### src/sv/height_color_map_parser_unit_assert.svh
// Assertion macros shared by the height color map parser RTL.
`ifndef HEIGHT_COLOR_MAP_PARSER_UNIT_ASSERT_SVH
`define HEIGHT_COLOR_MAP_PARSER_UNIT_ASSERT_SVH

// A condition that must hold at every clock edge outside of reset.
`define HCMP_ASSERT_ALWAYS(label, cond, msg) \
  label: assert property (@(posedge clk) disable iff (rst) (cond)) else $error(msg);

// A consequence that must hold in the same cycle as its trigger.
`define HCMP_ASSERT_SAME(label, ante, cons, msg) \
  label: assert property (@(posedge clk) disable iff (rst) (ante) |-> (cons)) \
    else $error(msg);

// A consequence that must hold in the cycle after its trigger.
`define HCMP_ASSERT_NEXT(label, ante, cons, msg) \
  label: assert property (@(posedge clk) disable iff (rst) (ante) |=> (cons)) \
    else $error(msg);

`endif

### src/sv/hcmp_pkg.sv
// Package with the constants and types of the height color map parser.
package hcmp_pkg;

  localparam int MAX_COLS_DEFAULT = 1024;
  localparam int MAX_ROWS_DEFAULT = 1024;

  localparam int COLUMN_W = 10;
  localparam int ROW_W    = 10;
  localparam int HEIGHT_W = 31;
  localparam int COLOR_W  = 32;
  localparam int TEXT_W   = 8;
  localparam int OUT_TDATA_W = 88;

  localparam logic [HEIGHT_W-1:0] HEIGHT_MAX    = 31'h7FFF_FFFF;
  localparam logic [COLOR_W-1:0]  DEFAULT_COLOR = 32'h00FF_FFFF;

  // Character codes.
  localparam logic [TEXT_W-1:0] CH_SPACE   = 8'h20;
  localparam logic [TEXT_W-1:0] CH_NEWLINE = 8'h0A;
  localparam logic [TEXT_W-1:0] CH_COMMA   = 8'h2C;
  localparam logic [TEXT_W-1:0] CH_ZERO    = 8'h30;
  localparam logic [TEXT_W-1:0] CH_NINE    = 8'h39;
  localparam logic [TEXT_W-1:0] CH_UPPER_A = 8'h41;
  localparam logic [TEXT_W-1:0] CH_UPPER_F = 8'h46;

  // Offsets that turn a character into a digit value.
  localparam logic [COLOR_W-1:0] DEC_OFFSET   = 32'd48;
  localparam logic [COLOR_W-1:0] UPPER_OFFSET = 32'd55;

  // Parser phases.
  localparam logic [1:0] PH_IDLE   = 2'd0;
  localparam logic [1:0] PH_HEIGHT = 2'd1;
  localparam logic [1:0] PH_PREFIX = 2'd2;
  localparam logic [1:0] PH_COLOR  = 2'd3;

  localparam logic [1:0] PREFIX_LEN = 2'd2;

  typedef struct packed {
    logic [COLOR_W-1:0]  color;
    logic [HEIGHT_W-1:0] height;
    logic [ROW_W-1:0]    row;
    logic [COLUMN_W-1:0] column;
    logic                final_point;
  } point_t;

endpackage

### src/sv/height_color_map_parser_unit.sv
// Height color map text parser: turns map text bytes into points with column and row.
// Output: the byte that closes a field registers its point in the output buffer.
// Throughput: one text byte per cycle while the skid entry is free; the whole parse
// step for a byte sits between the parser state registers, and a two-entry output
// buffer keeps s_tready high while one point waits for m_tready.
// Reset: synchronous active-high rst clears the parser state and empties the buffer.
`include "height_color_map_parser_unit_assert.svh"

module height_color_map_parser_unit #(
  parameter int MAX_COLS = hcmp_pkg::MAX_COLS_DEFAULT,
  parameter int MAX_ROWS = hcmp_pkg::MAX_ROWS_DEFAULT
) (
  input  logic                            clk,
  input  logic                            rst,
  input  logic                            s_tvalid,
  output logic                            s_tready,
  input  logic [hcmp_pkg::TEXT_W-1:0]     s_tdata,  // [7:0] text_byte
  input  logic                            s_tlast,  // end_of_text
  output logic                            m_tvalid,
  input  logic                            m_tready,
  // [9:0] column, [19:10] row, [50:20] height, [82:51] color, [87:83] zero
  output logic [hcmp_pkg::OUT_TDATA_W-1:0] m_tdata,
  output logic                            m_tlast   // final_point
);
  import hcmp_pkg::*;

  // The column count saturates at MAX_COLS itself, so it needs room for that value.
  localparam int CW = $clog2(MAX_COLS + 1);
  localparam int RW = $clog2(MAX_ROWS);
  localparam logic [CW-1:0] COL_LIMIT = CW'(MAX_COLS);
  localparam logic [CW-1:0] COL_LAST  = CW'(MAX_COLS - 1);
  localparam logic [RW-1:0] ROW_LAST  = RW'(MAX_ROWS - 1);

  // Parser state.
  logic [1:0]          phase, phase_next;
  logic [HEIGHT_W-1:0] height_acc, height_acc_next;
  logic [COLOR_W-1:0]  color_acc, color_acc_next;
  logic [1:0]          prefix_left, prefix_left_next;
  logic                color_seen, color_seen_next;
  logic [CW-1:0]       col_count, col_count_next;
  logic [RW-1:0]       row_count, row_count_next;
  logic [CW-1:0]       line_width, line_width_next;
  logic                width_known, width_known_next;

  // Output buffer: a main register and a skid entry behind it.
  logic   out_valid, skid_valid;
  point_t out_point, skid_point;
  point_t new_point;
  logic   emit;

  logic accept;
  logic is_space, is_newline, is_sep, is_comma, is_digit, is_upper_hex;
  logic finish, newline_sep;
  logic [HEIGHT_W+3:0] height_mac;
  logic [COLOR_W-1:0]  hex_value;
  logic [CW-1:0]       col_sat;
  logic [31:0]         col_wide;
  logic [31:0]         row_wide;

  assign accept = s_tvalid && s_tready;

  assign is_space     = (s_tdata == CH_SPACE);
  assign is_newline   = (s_tdata == CH_NEWLINE);
  assign is_sep       = is_space || is_newline;
  assign is_comma     = (s_tdata == CH_COMMA);
  assign is_digit     = (s_tdata inside {[CH_ZERO:CH_NINE]});
  assign is_upper_hex = (s_tdata inside {[CH_UPPER_A:CH_UPPER_F]});

  // Any byte outside 'A'..'F' counts as its code minus 48, wrapping at 32 bits.
  assign hex_value = is_upper_hex ? (COLOR_W'(s_tdata) - UPPER_OFFSET)
                                  : (COLOR_W'(s_tdata) - DEC_OFFSET);

  always_comb begin
    phase_next       = phase;
    height_acc_next  = height_acc;
    color_acc_next   = color_acc;
    prefix_left_next = prefix_left;
    color_seen_next  = color_seen;
    col_count_next   = col_count;
    row_count_next   = row_count;
    line_width_next  = line_width;
    width_known_next = width_known;
    finish           = 1'b0;
    newline_sep      = 1'b0;
    emit             = 1'b0;
    height_mac       = '0;
    col_sat          = '0;
    col_wide         = '0;
    row_wide         = '0;
    new_point        = '0;

    // A non-separator byte between fields opens a new field.
    if (phase == PH_IDLE && !is_sep) begin
      phase_next       = PH_HEIGHT;
      height_acc_next  = '0;
      color_acc_next   = '0;
      color_seen_next  = 1'b0;
      prefix_left_next = '0;
    end

    case (phase_next)
      PH_IDLE: begin
        newline_sep = is_newline;
      end
      PH_HEIGHT: begin
        if (is_digit) begin
          // Saturate when ten times the height plus the digit passes the maximum.
          height_mac = (HEIGHT_W+4)'(height_acc_next) * (HEIGHT_W+4)'(10)
                       + (HEIGHT_W+4)'(s_tdata[3:0]);
          if (height_mac > (HEIGHT_W+4)'(HEIGHT_MAX)) begin
            height_acc_next = HEIGHT_MAX;
          end else begin
            height_acc_next = height_mac[HEIGHT_W-1:0];
          end
        end else if (is_comma) begin
          phase_next       = PH_PREFIX;
          prefix_left_next = PREFIX_LEN;
          color_seen_next  = 1'b1;
          color_acc_next   = '0;
        end else if (is_sep) begin
          finish      = 1'b1;
          newline_sep = is_newline;
        end
      end
      PH_PREFIX: begin
        // The two bytes after the comma are dropped, separators included.
        if (prefix_left_next != '0) begin
          prefix_left_next = prefix_left_next - 2'd1;
        end
        if (prefix_left_next == '0) begin
          phase_next = PH_COLOR;
        end
      end
      PH_COLOR: begin
        if (is_sep) begin
          finish      = 1'b1;
          newline_sep = is_newline;
        end else begin
          color_acc_next = {color_acc_next[COLOR_W-5:0], 4'h0} + hex_value;
        end
      end
      default: begin
        phase_next = PH_IDLE;
      end
    endcase

    if (s_tlast && phase_next != PH_IDLE) begin
      finish = 1'b1;
    end

    if (finish) begin
      col_sat  = (col_count_next > COL_LAST) ? COL_LAST : col_count_next;
      col_wide = 32'(col_sat);
      row_wide = 32'(row_count_next);
      new_point.column      = col_wide[COLUMN_W-1:0];
      new_point.row         = row_wide[ROW_W-1:0];
      new_point.height      = height_acc_next;
      new_point.color       = color_seen_next ? color_acc_next : DEFAULT_COLOR;
      new_point.final_point = s_tlast;
      emit             = 1'b1;
      phase_next       = PH_IDLE;
      prefix_left_next = '0;
      if (col_count_next < COL_LIMIT) begin
        col_count_next = col_count_next + CW'(1);
      end
      // Wrap to the next row once a full line of the learned width is out.
      if (width_known_next && col_count_next >= line_width_next) begin
        col_count_next = '0;
        if (row_count_next < ROW_LAST) begin
          row_count_next = row_count_next + RW'(1);
        end
      end
    end

    // The first newline after at least one field fixes the line width.
    if (newline_sep && !width_known_next && col_count_next != '0) begin
      width_known_next = 1'b1;
      line_width_next  = col_count_next;
      col_count_next   = '0;
      if (row_count_next < ROW_LAST) begin
        row_count_next = row_count_next + RW'(1);
      end
    end

    // The last byte of the text leaves the parser as after reset.
    if (s_tlast) begin
      phase_next       = PH_IDLE;
      height_acc_next  = '0;
      color_acc_next   = '0;
      prefix_left_next = '0;
      color_seen_next  = 1'b0;
      col_count_next   = '0;
      row_count_next   = '0;
      line_width_next  = '0;
      width_known_next = 1'b0;
    end
  end

  always_ff @(posedge clk) begin
    if (rst) begin
      phase       <= PH_IDLE;
      height_acc  <= '0;
      color_acc   <= '0;
      prefix_left <= '0;
      color_seen  <= 1'b0;
      col_count   <= '0;
      row_count   <= '0;
      line_width  <= '0;
      width_known <= 1'b0;
    end else if (accept) begin
      phase       <= phase_next;
      height_acc  <= height_acc_next;
      color_acc   <= color_acc_next;
      prefix_left <= prefix_left_next;
      color_seen  <= color_seen_next;
      col_count   <= col_count_next;
      row_count   <= row_count_next;
      line_width  <= line_width_next;
      width_known <= width_known_next;
    end
  end

  // Input is taken whenever the skid entry is free, so one waiting point
  // never holds up the text stream.
  assign s_tready = !skid_valid;

  always_ff @(posedge clk) begin
    if (rst) begin
      out_valid  <= 1'b0;
      skid_valid <= 1'b0;
    end else begin
      if (!out_valid) begin
        out_valid <= accept && emit;
      end else if (m_tready) begin
        if (skid_valid) begin
          skid_valid <= 1'b0;
        end else begin
          out_valid <= accept && emit;
        end
      end else if (accept && emit) begin
        skid_valid <= 1'b1;
      end
    end
  end

  always_ff @(posedge clk) begin
    if (!out_valid || m_tready) begin
      out_point <= skid_valid ? skid_point : new_point;
    end
    if (out_valid && !m_tready && !skid_valid) begin
      skid_point <= new_point;
    end
  end

  assign m_tvalid = out_valid;
  assign m_tdata  = {(OUT_TDATA_W - COLOR_W - HEIGHT_W - ROW_W - COLUMN_W)'(0),
                     out_point.color, out_point.height, out_point.row,
                     out_point.column};
  assign m_tlast  = out_point.final_point;

  `HCMP_ASSERT_SAME(a_skid_behind_main, skid_valid, out_valid, "skid entry full while main empty")
  `HCMP_ASSERT_NEXT(a_text_end_clears, accept && s_tlast, phase == PH_IDLE && col_count == '0 && row_count == '0 && !width_known, "state not cleared after end of text")
  `HCMP_ASSERT_SAME(a_rows_need_width, row_count != '0, width_known, "row advanced before line width was learned")
  `HCMP_ASSERT_SAME(a_prefix_count, phase == PH_PREFIX, prefix_left != '0, "prefix phase with no bytes left to skip")

endmodule
### config.mk
export PLATFORM = sky130hd
export DESIGN_NAME = height_color_map_parser_unit
export DESIGN_NICKNAME = d
export VERILOG_FILES = /design/src/sv/hcmp_pkg.sv /design/src/sv/height_color_map_parser_unit.sv
export VERILOG_INCLUDE_DIRS = /design/src /design/src/sv
export SDC_FILE = /design/constraint.sdc
export NUM_CORES = 1
export LEC_CHECK = 0
export BUFFER_PORTS_ARGS = -buffer_cell sky130_fd_sc_hd__buf_2
export CAP_MARGIN = 5
export CORE_AREA = 2 2 203 205
export DETAILED_ROUTE_END_ITERATION = 8
export DIE_AREA = 0 0 205 207
export SYNTH_ARGS = -nofsm -noshare
export SYNTH_HDL_FRONTEND = slang
export SYNTH_SLANG_ARGS = --single-unit
export TNS_END_PERCENT = 20
### constraint.sdc
create_clock -name clk -period 13.8 [get_ports clk]
set_input_delay 0.69 -clock clk [delete_from_list [all_inputs] [get_ports clk]]
set_output_delay 0.69 -clock clk [all_outputs]
set_load 0.02 [all_outputs]
# [Word-level counts from Yosys, hierarchy flattened]
# Cells that the tools add are included.
[classes] addsub=8 multipliers=1 magnitude_cmp=10 eq_ne=6 muxes=67 reduce_logical=28
[op_table] cell="32-bit two-way mux" n=7
[op_table] cell="84-bit two-way mux" n=2
[op_table] cell="31-bit two-way mux" n=5
[op_table] cell="11-bit two-way mux" n=8
[op_table] cell="10-bit two-way mux" n=7
[op_table] cell="32-bit case mux with 2 select lines" n=1
[op_table] cell="35-bit by 4-bit adder with 35-bit output" n=1
[op_table] cell="35-bit by 31-bit > comparator with 1-bit output (second input constant)" n=1
[op_table] cell="31-bit by 3-bit multiplier with 34-bit output (second input constant)" n=1
[op_table] cell="32-bit adder" n=1
[op_table] cell="2-bit two-way mux" n=13
[op_table] cell="10-bit by 1-bit adder with 10-bit output (second input constant)" n=2
[op_table] cell="10-bit < comparator (second input constant)" n=2
[op_table] cell="1-bit two-way mux" n=20
[op_table] cell="8-bit by 6-bit subtractor with 9-bit output (second input constant)" n=2
[op_table] cell="8-bit by 6-bit equality test with 1-bit output (second input constant)" n=2
[op_table] cell="11-bit by 1-bit adder with 11-bit output (second input constant)" n=1
[op_table] cell="11-bit >= comparator" n=1
[op_table] cell="11-bit by 10-bit > comparator with 1-bit output (second input constant)" n=1
[op_table] cell="1-bit logical AND" n=11
[op_table] cell="11-bit < comparator (second input constant)" n=1
[op_table] cell="11-bit nonzero test" n=1
[op_table] cell="8-bit by 4-bit equality test with 1-bit output (second input constant)" n=1
[op_table] cell="8-bit by 6-bit >= comparator with 1-bit output (second input constant)" n=1
[op_table] cell="14 further kinds" n=27
[word_totals] reg_bits=271 inputBits=13 elab_cells=141

# [Logic depth before layout (Yosys ltp)]
# Gate-level depths: netlist of run 1.
[logic_depth] depth_word=23 depth_mapped=25 mapped_depth_nobuf=19

# [Worst setup path before layout of run 1]
# No wires, ideal clock.
[synth_path] kind="input port to flip-flop" start="in m_tready" end="reg skid_point[0] (netlist name) (enable)" setup_time_ns=0.526 t_arrival_ns=6.411 t_required_ns=13.274 slack_ns=6.863 cell_stages=2 path_cell_list="nand2b_1 -> nor2_1"
[synth_between] elab_chain_len=3
[synth_rtl] item="start, declared" line_no="height_color_map_parser_unit.sv:20" text="input logic m_tready,"
[synth_rtl] item="1-bit logical NOT" line_no="height_color_map_parser_unit.sv:250" text="if (out_valid && !m_tready && !skid_valid) begin"
[synth_rtl] item="1-bit logical AND (2 in a row)" line_no="height_color_map_parser_unit.sv:250"
[synth_rtl] item="end signal, assigned" line_no="height_color_map_parser_unit.sv:251" text="skid_point <= new_point;"
[synth_rtl] item="end, declared" line_no="height_color_map_parser_unit.sv:47" text="point_t out_point, skid_point;"
# No other way between the ends.
# A chain may end at the register's enable or synchronous reset.

==> results.sh, run 1 <==
export IMPL_status="finished clean"
export IMPL_ys_ff_latch=271
export IMPL_vias=16010
export IMPL_seq_power_share=0.471
export IMPL_start_kind="input pin"
export IMPL_ys_top_cells_by_area="edfxtp_1, dfxtp_1, ha_1"
export IMPL_core_sq_um=40370
export IMPL_cts_sinks=271
export IMPL_place_hpwl_microns=35530
export IMPL_critPathMaxFanout=54
export IMPL_grt_pass1_vias=15370
export IMPL_fin_tns_setup_ps=0
export IMPL_worstPathRequired_ps=14050
export IMPL_grt_overflow_total=0
export IMPL_leakage_nw=7.806
export IMPL_async_flop_share=0
export IMPL_p_int_w=0.001417
export IMPL_clk_latency_ps=560
export IMPL_fp_dieH_microns=207
export IMPL_worst_slew_pin_slew_ps=1083
export IMPL_min_period_ps=6817
export IMPL_netlist_instances=2068
export IMPL_synth_top_area_share=0.2746
export IMPL_p_clk_frac=0.447
export IMPL_avgSynthCellArea_sq_um=8.883
export IMPL_cts_setup_buffers=0
export IMPL_grt_start_max_net_pins=76
export IMPL_die_area_sq_um=42440
export IMPL_dpl_instance_area_sq_um=19140
export IMPL_drc_errors=0
export IMPL_gp_congestion=0.9537
export IMPL_cts_root_buf="clkbuf_16"
export IMPL_start_util=0.4551
export IMPL_final_hold_viol_count=0
export IMPL_drt_total_wl_microns=52440
export IMPL_synth_cell_types=92
export IMPL_yosys_cell_count_top_type="nor2_1"
export IMPL_p_total_w=0.001899
export IMPL_cts_resized=0
export IMPL_wire_per_inst_microns=19.83
export IMPL_cts_tree="built"
export IMPL_switching_share=0.2538
export IMPL_hold_class="input pin to register"
export IMPL_max_freq_ghz=0.1467
export IMPL_postLayoutCellArea_sq_um=20180
export IMPL_whs_ps=384.4
export IMPL_cts_hold_buf=0
export IMPL_vdd_drop_max_mv=0.07809
export IMPL_slew_headroom=0.2780
export IMPL_fin_nets=2188
export IMPL_switching_power_w=0.0004819
export IMPL_netlist_area_sq_um=18370
export IMPL_setup_viol_count_final=0
export IMPL_grt_usage=0.2469
export IMPL_drv_slew=0
export IMPL_layout_drive_gt1_share=0.1165
export IMPL_worstSetupEndpointType="register"
export IMPL_skew_ps=24.42
export IMPL_h_tree_depth=2
export IMPL_viasPerCell=6.051
export IMPL_worstSetupPathType="input pin to register"
export IMPL_clockBufferDepth=3
export IMPL_grt_antenna_before_repair=2
export IMPL_cts_clk_slew_worst_paths_ps=60
export IMPL_power_frac_comb=0.082
export IMPL_yosys_area_top_type="edfxtp_1"
export IMPL_cap_violations=0
export IMPL_die_w_microns=205
export IMPL_cts_buffers=34
export IMPL_worst_ep_arrival_time_ps=7070
export IMPL_rsz0062_at_grt="false"
export IMPL_yosys_warnings=0
export IMPL_drtIter0Drc=1167
export IMPL_ys_flop_type="edfxtp_1"
export IMPL_synth_seq_area_share=0.3869
export IMPL_ys_top_cells_by_count="nor2_1, nand2_1, edfxtp_1"
export IMPL_syn2layout_area_growth_pct=9.828
export IMPL_synth_edf_count=168
export IMPL_grt_pass1_wl_microns=84610
export IMPL_pin_count=104
export IMPL_portBuffers=98
export IMPL_power_density_nw_per_um2=94.13
export IMPL_row_count=74
export IMPL_firstDrtPassIters=5
export IMPL_fin_crit_sh=0.4940
export IMPL_ant_nets=0
## cells by family (layout without fill, tap and decap cells)
| logic type | after synthesis | count (layout) | synth area share |
|---|---|---|---|
| flops | 271 | 271 | 0.3869 |
| simple gates | 749 | 749 | 0.1993 |
| fa+ha+maj | 88 | 88 | 0.06075 |
| mux | 39 | 39 | 0.02329 |
| compound gates | 616 | 616 | 0.2329 |
| xor+xnor | 105 | 105 | 0.05047 |
| buf+inv | 199 | 239 | 0.04618 |
| other cells | 1 | 6 | 0.0002041 |
## power groups by stage
| stage | registers, W | clock network, W | logic, W |
|---|---|---|---|
| 2_1_floorplan | 0.000932 | 0 | 0.0000831 |
| 3_3_place_gp | 0.000911 | 0 | 0.000154 |
| 3_5_place_dp | 0.000912 | 0 | 0.000156 |
| 4_1_cts | 0.000895 | 0.000869 | 0.000157 |
| 5_1_grt | 0.000897 | 0.000897 | 0.000170 |
| 6_report | 0.000894 | 0.000848 | 0.000157 |
## registers in the layout, indices dropped and copies added (netlist names)
signal / flops
skid_point: 84
line_width: 11
color_acc: 32
width_known: 1
phase: 2
prefix_left: 2
row_count: 10
col_count: 11
skid_valid: 1
m_tvalid: 1
m_tdata: 83
m_tlast: 1
height_acc: 31
color_seen: 1
## metal layers
layer,track usage,vias to the layer above,wire length (microns)
met5,0,-,13
met1,0.3391,7725,23620
met3,0.03996,82,3170
met2,0.3997,459,24410
li1,-,7738,-
met4,0.07269,2,1227
## worst paths after layout
check	startpoint	to	slack, ps	cells past startpoint
worst max-delay path	s_tdata[0]	skid_point[33]	6980	19
worst min-delay path	m_tready	skid_valid	380	2
worst max register to register	phase[0]	skid_point[33]	7230	15
worst min register to register	color_acc[30]	color_acc[30]	460	2
## stage by stage
stage / instances / util / setup slack (ps)
after floorplan: 2072 / - / 6863
after global placement: 2583 / 0.4741 / 6735
after detailed placement: 2583 / 0.4741 / 6532
after CTS: 2644 / 0.4997 / 7108
after global routing: 2645 / 0.4998 / 6560
final: 2645 / 0.4998 / 6983
## cell usage in the layout, fill, tap and decap left out, types with 25 or more instances in the layout
cell type and count:
a211oi_1 41, a21o_1 33, a21oi_1 121, a22oi_1 53, a32oi_1 31, and2_1 52, and3_1 53, buf_2 98
clkbuf_16 35, dfxtp_1 102, edfxtp_1 168, ha_1 86, inv_1 56, mux2_2 26, nand2_1 192, nand2b_1 31
nand3_1 49, nor2_1 203, nor3_1 37, o21ai_0 95, o21ai_1 30, o31ai_1 42, or3_1 25, xnor2_1 73
xor2_1 31
## critical path, stage by stage
cell	delay (ps)
buf_2	130
inv_1	120
ha_1	270
nand4bb_1	170
o22a_1	340
nand2b_2	490
and3_1	400
ha_1	390
a21oi_1	420
o21ai_1	210
a31oi_1	340
and4b_1	250
nor3b_1	120
nor4b_1	770
and4_1	420
o2111a_1	240
mux2_4	460
buf_4	610
a21oi_1	170
## area by class of cell
cell class | instances | area (sq um)
antenna | 1 | 2.502
clock buffer | 46 | 927.1
clock inverter | 15 | 108.9
fill | 3915 | 20190
inverter | 57 | 214.0
multi-input combinational | 1602 | 10480
sequential | 271 | 7111
tap | 532 | 665.6
timing repair buffer | 121 | 663.1
Power figures use the tool's default switching activity.
==> run 2, diff against run 1 <==
==> constraint.sdc (replaced) <==
create_clock -name clk -period 7.1 [get_ports clk]
set_input_delay 0.355 -clock clk [delete_from_list [all_inputs] [get_ports clk]]
set_output_delay 0.355 -clock clk [all_outputs]
set_load 0.02 [all_outputs]
==> run 2 against run 1 <==
  * Register-to-register slack lost 6200 ps
  * Design area rose by 0.77%
  * Via count is 0.65% lower
  * Highest routed layer unchanged
  * Non-clock buffer count up 7
  * Hold slack got worse by 230 ps
  * Clock-buffer cell count is 1 lower
  * Utilization increased by 0.38 points
  * Sequential share of layout area fell by 0.27 points
  * Power grew 100%
  * Final cell count increased by 0.23%
  * Critical path depth fell by 2
==> results.sh, run 2 (synthesized netlist as in run 1, its figures left out) <==
export IMPL_multi_input_area_sq_um=10480
export IMPL_hold_class="input pin to register"
export IMPL_cts_root_buf="clkbuf_16"
export IMPL_drtIter0Drc=1208
export IMPL_setup_viol_count_final=0
export IMPL_fin_nets=2195
export IMPL_start_util=0.4551
export IMPL_min_path_cells=3
export IMPL_whs_ps=156.0
export IMPL_critPathMaxFanout=51
export IMPL_rsz0062_at_grt="false"
export IMPL_final_common_cell="nor2_1"
export IMPL_fin_tns_setup_ps=0
export IMPL_clockBufferDepth=3
export IMPL_viasPerCell=5.998
export IMPL_final_cell_mix="nor2_1, nand2_1, edfxtp_1"
export IMPL_fillers=3872
export IMPL_worst_ep_arrival_time_ps=6390
export IMPL_core_sq_um=40370
export IMPL_drv_slew=0
export IMPL_final_hold_viol_count=0
export IMPL_ff_latch_area_sq_um=7111
export IMPL_gp_congestion=0.9388
export IMPL_place_hpwl_microns=35490
export IMPL_portBuffers=98
export IMPL_p_total_w=0.003837
export IMPL_firstDrtPassIters=6
export IMPL_leakage_nw=7.895
export IMPL_vias=15900
export IMPL_die_w_microns=205
export IMPL_fp_dieH_microns=207
export IMPL_grt_start_max_net_pins=71
export IMPL_pin_count=104
export IMPL_cpMaxStageDelayCell="a2111oi_0"
export IMPL_cp_depth=17
export IMPL_max_freq_ghz=0.1659
export IMPL_instances_no_fill=2651
export IMPL_worstPathRequired_ps=7460
export IMPL_wire_per_inst_microns=19.79
export IMPL_slowest_delay_ps=830
export IMPL_grt_overflow_total=0
export IMPL_start_kind="register"
export IMPL_vdd_drop_max_mv=0.1166
export IMPL_cts_buffers=34
export IMPL_row_count=74
export IMPL_status="finished clean"
export IMPL_cap_violations=0
export IMPL_largest_register="skid_point"
export IMPL_ff2ff_path_depth=17
export IMPL_layout_drive_gt1_share=0.1203
export IMPL_worstSetupPathType="register to register"
export IMPL_drc_errors=0
export IMPL_grt_usage=0.2464
export IMPL_syn2layout_area_growth_pct=10.67
export IMPL_grt_pass1_vias=15320
export IMPL_h_tree_depth=2
export IMPL_critPathTopFamily="compound AO/OA/AOI/OAI gates"
export IMPL_largest_reg_flops=84
export IMPL_skew_ps=22.87
export IMPL_ant_nets=0
export IMPL_slew_headroom=0.2814
export IMPL_antenna_cells=0
export IMPL_grt_pass1_wl_microns=84400
export IMPL_grt_antenna_before_repair=2
export IMPL_clk_latency_ps=550
export IMPL_cts_sinks=271
export IMPL_worstSetupEndpointType="register"
export IMPL_fin_crit_sh=0.8488
export IMPL_min_period_ps=6026
export IMPL_power_density_nw_per_um2=188.7
export IMPL_cts_tree="built"
export IMPL_drt_total_wl_microns=52460
export IMPL_die_area_sq_um=42440
export IMPL_worstPathCellList="or2_2, nor2_1, buf_4, nor2_1, ha_1, fa_1, nand3_1, a21oi_2, o311ai_0, o311a_1, xnor2_1, nand3_1, a2111oi_0, a211oi_1, mux2_4, buf_4, a211oi_1"
export IMPL_cts_clk_slew_worst_paths_ps=60
export IMPL_critPathBufInv=2
export IMPL_worst_slew_pin_slew_ps=1078
export IMPL_numPlacedInstances=2589
run 2: cell types whose count changed in the layout (fill, tap and decap cells not counted), sizes merged:
| cell | change |
|---|---|
| clkinv | -1 |
| bufinv | +3 |
| diode | -1 |
| buf | +6 |
| dlygate4sd3 | +1 |
| clkinvlp | -1 |
| clkbuf | -1 |
run 2: stage by stage:
step / setup slack, ps / util / instance area, sq um
2_1_floorplan: 377.9 / - / 18390
3_3_place_gp: 1040 / 0.4752 / 19180
3_5_place_dp: 828.0 / 0.4752 / 19180
4_1_cts: 1238 / 0.5036 / 20330
5_1_grt: 686.8 / 0.5036 / 20330
6_report: 1074 / 0.5036 / 20330
run 2: cell type report:
cell class	instances	area share
multi-input combinational	1602	0.5157
sequential	271	0.3497
clock buffer	45	0.04690
timing repair buffer	128	0.03533
tap	532	0.03274
inverter	57	0.01052
clock inverter	16	0.009108
run 2: repair_timing:
action	in CTS	in global routing
setup buffers	0	0
hold endpoints to repair	1	0
hold buffers	1	0
gates resized for setup	0	0
run 2: path summary, 6_finish.rpt:
| path | startpoint | endpoint | slack (ps) |
|---|---|---|---|
| min | s_tdata[0] | height_acc[0] | 160 |
| max | phase[0] | skid_point[23] | 1070 |
| min reg2reg | color_acc[30] | color_acc[30] | 460 |
| max reg2reg | phase[0] | skid_point[23] | 1070 |
run 2: routing by layer:
metal / vias to the layer above / part of all wire / GRT usage
met5: - / 0.00023 / 0
met4: 2 / 0.027 / 0.07095
met3: 91 / 0.059 / 0.03918
met2: 438 / 0.46 / 0.3920
met1: 7643 / 0.46 / 0.3453
li1: 7728 / - / -
run 2: worst min-delay path, cell delays in order:
cell     delay, ps
buf_2          130
a32oi_1        110
o21ai_1         70
run 2: power by group:
part | switching [W] | internal, W | leakage, nW
registers | 0.0000179 | 0.00172 | 2.54
logic | 0.000225 | 0.0000821 | 4.80
clock network | 0.000704 | 0.00109 | 0.558
total | 0.000946 | 0.00289 | 7.89
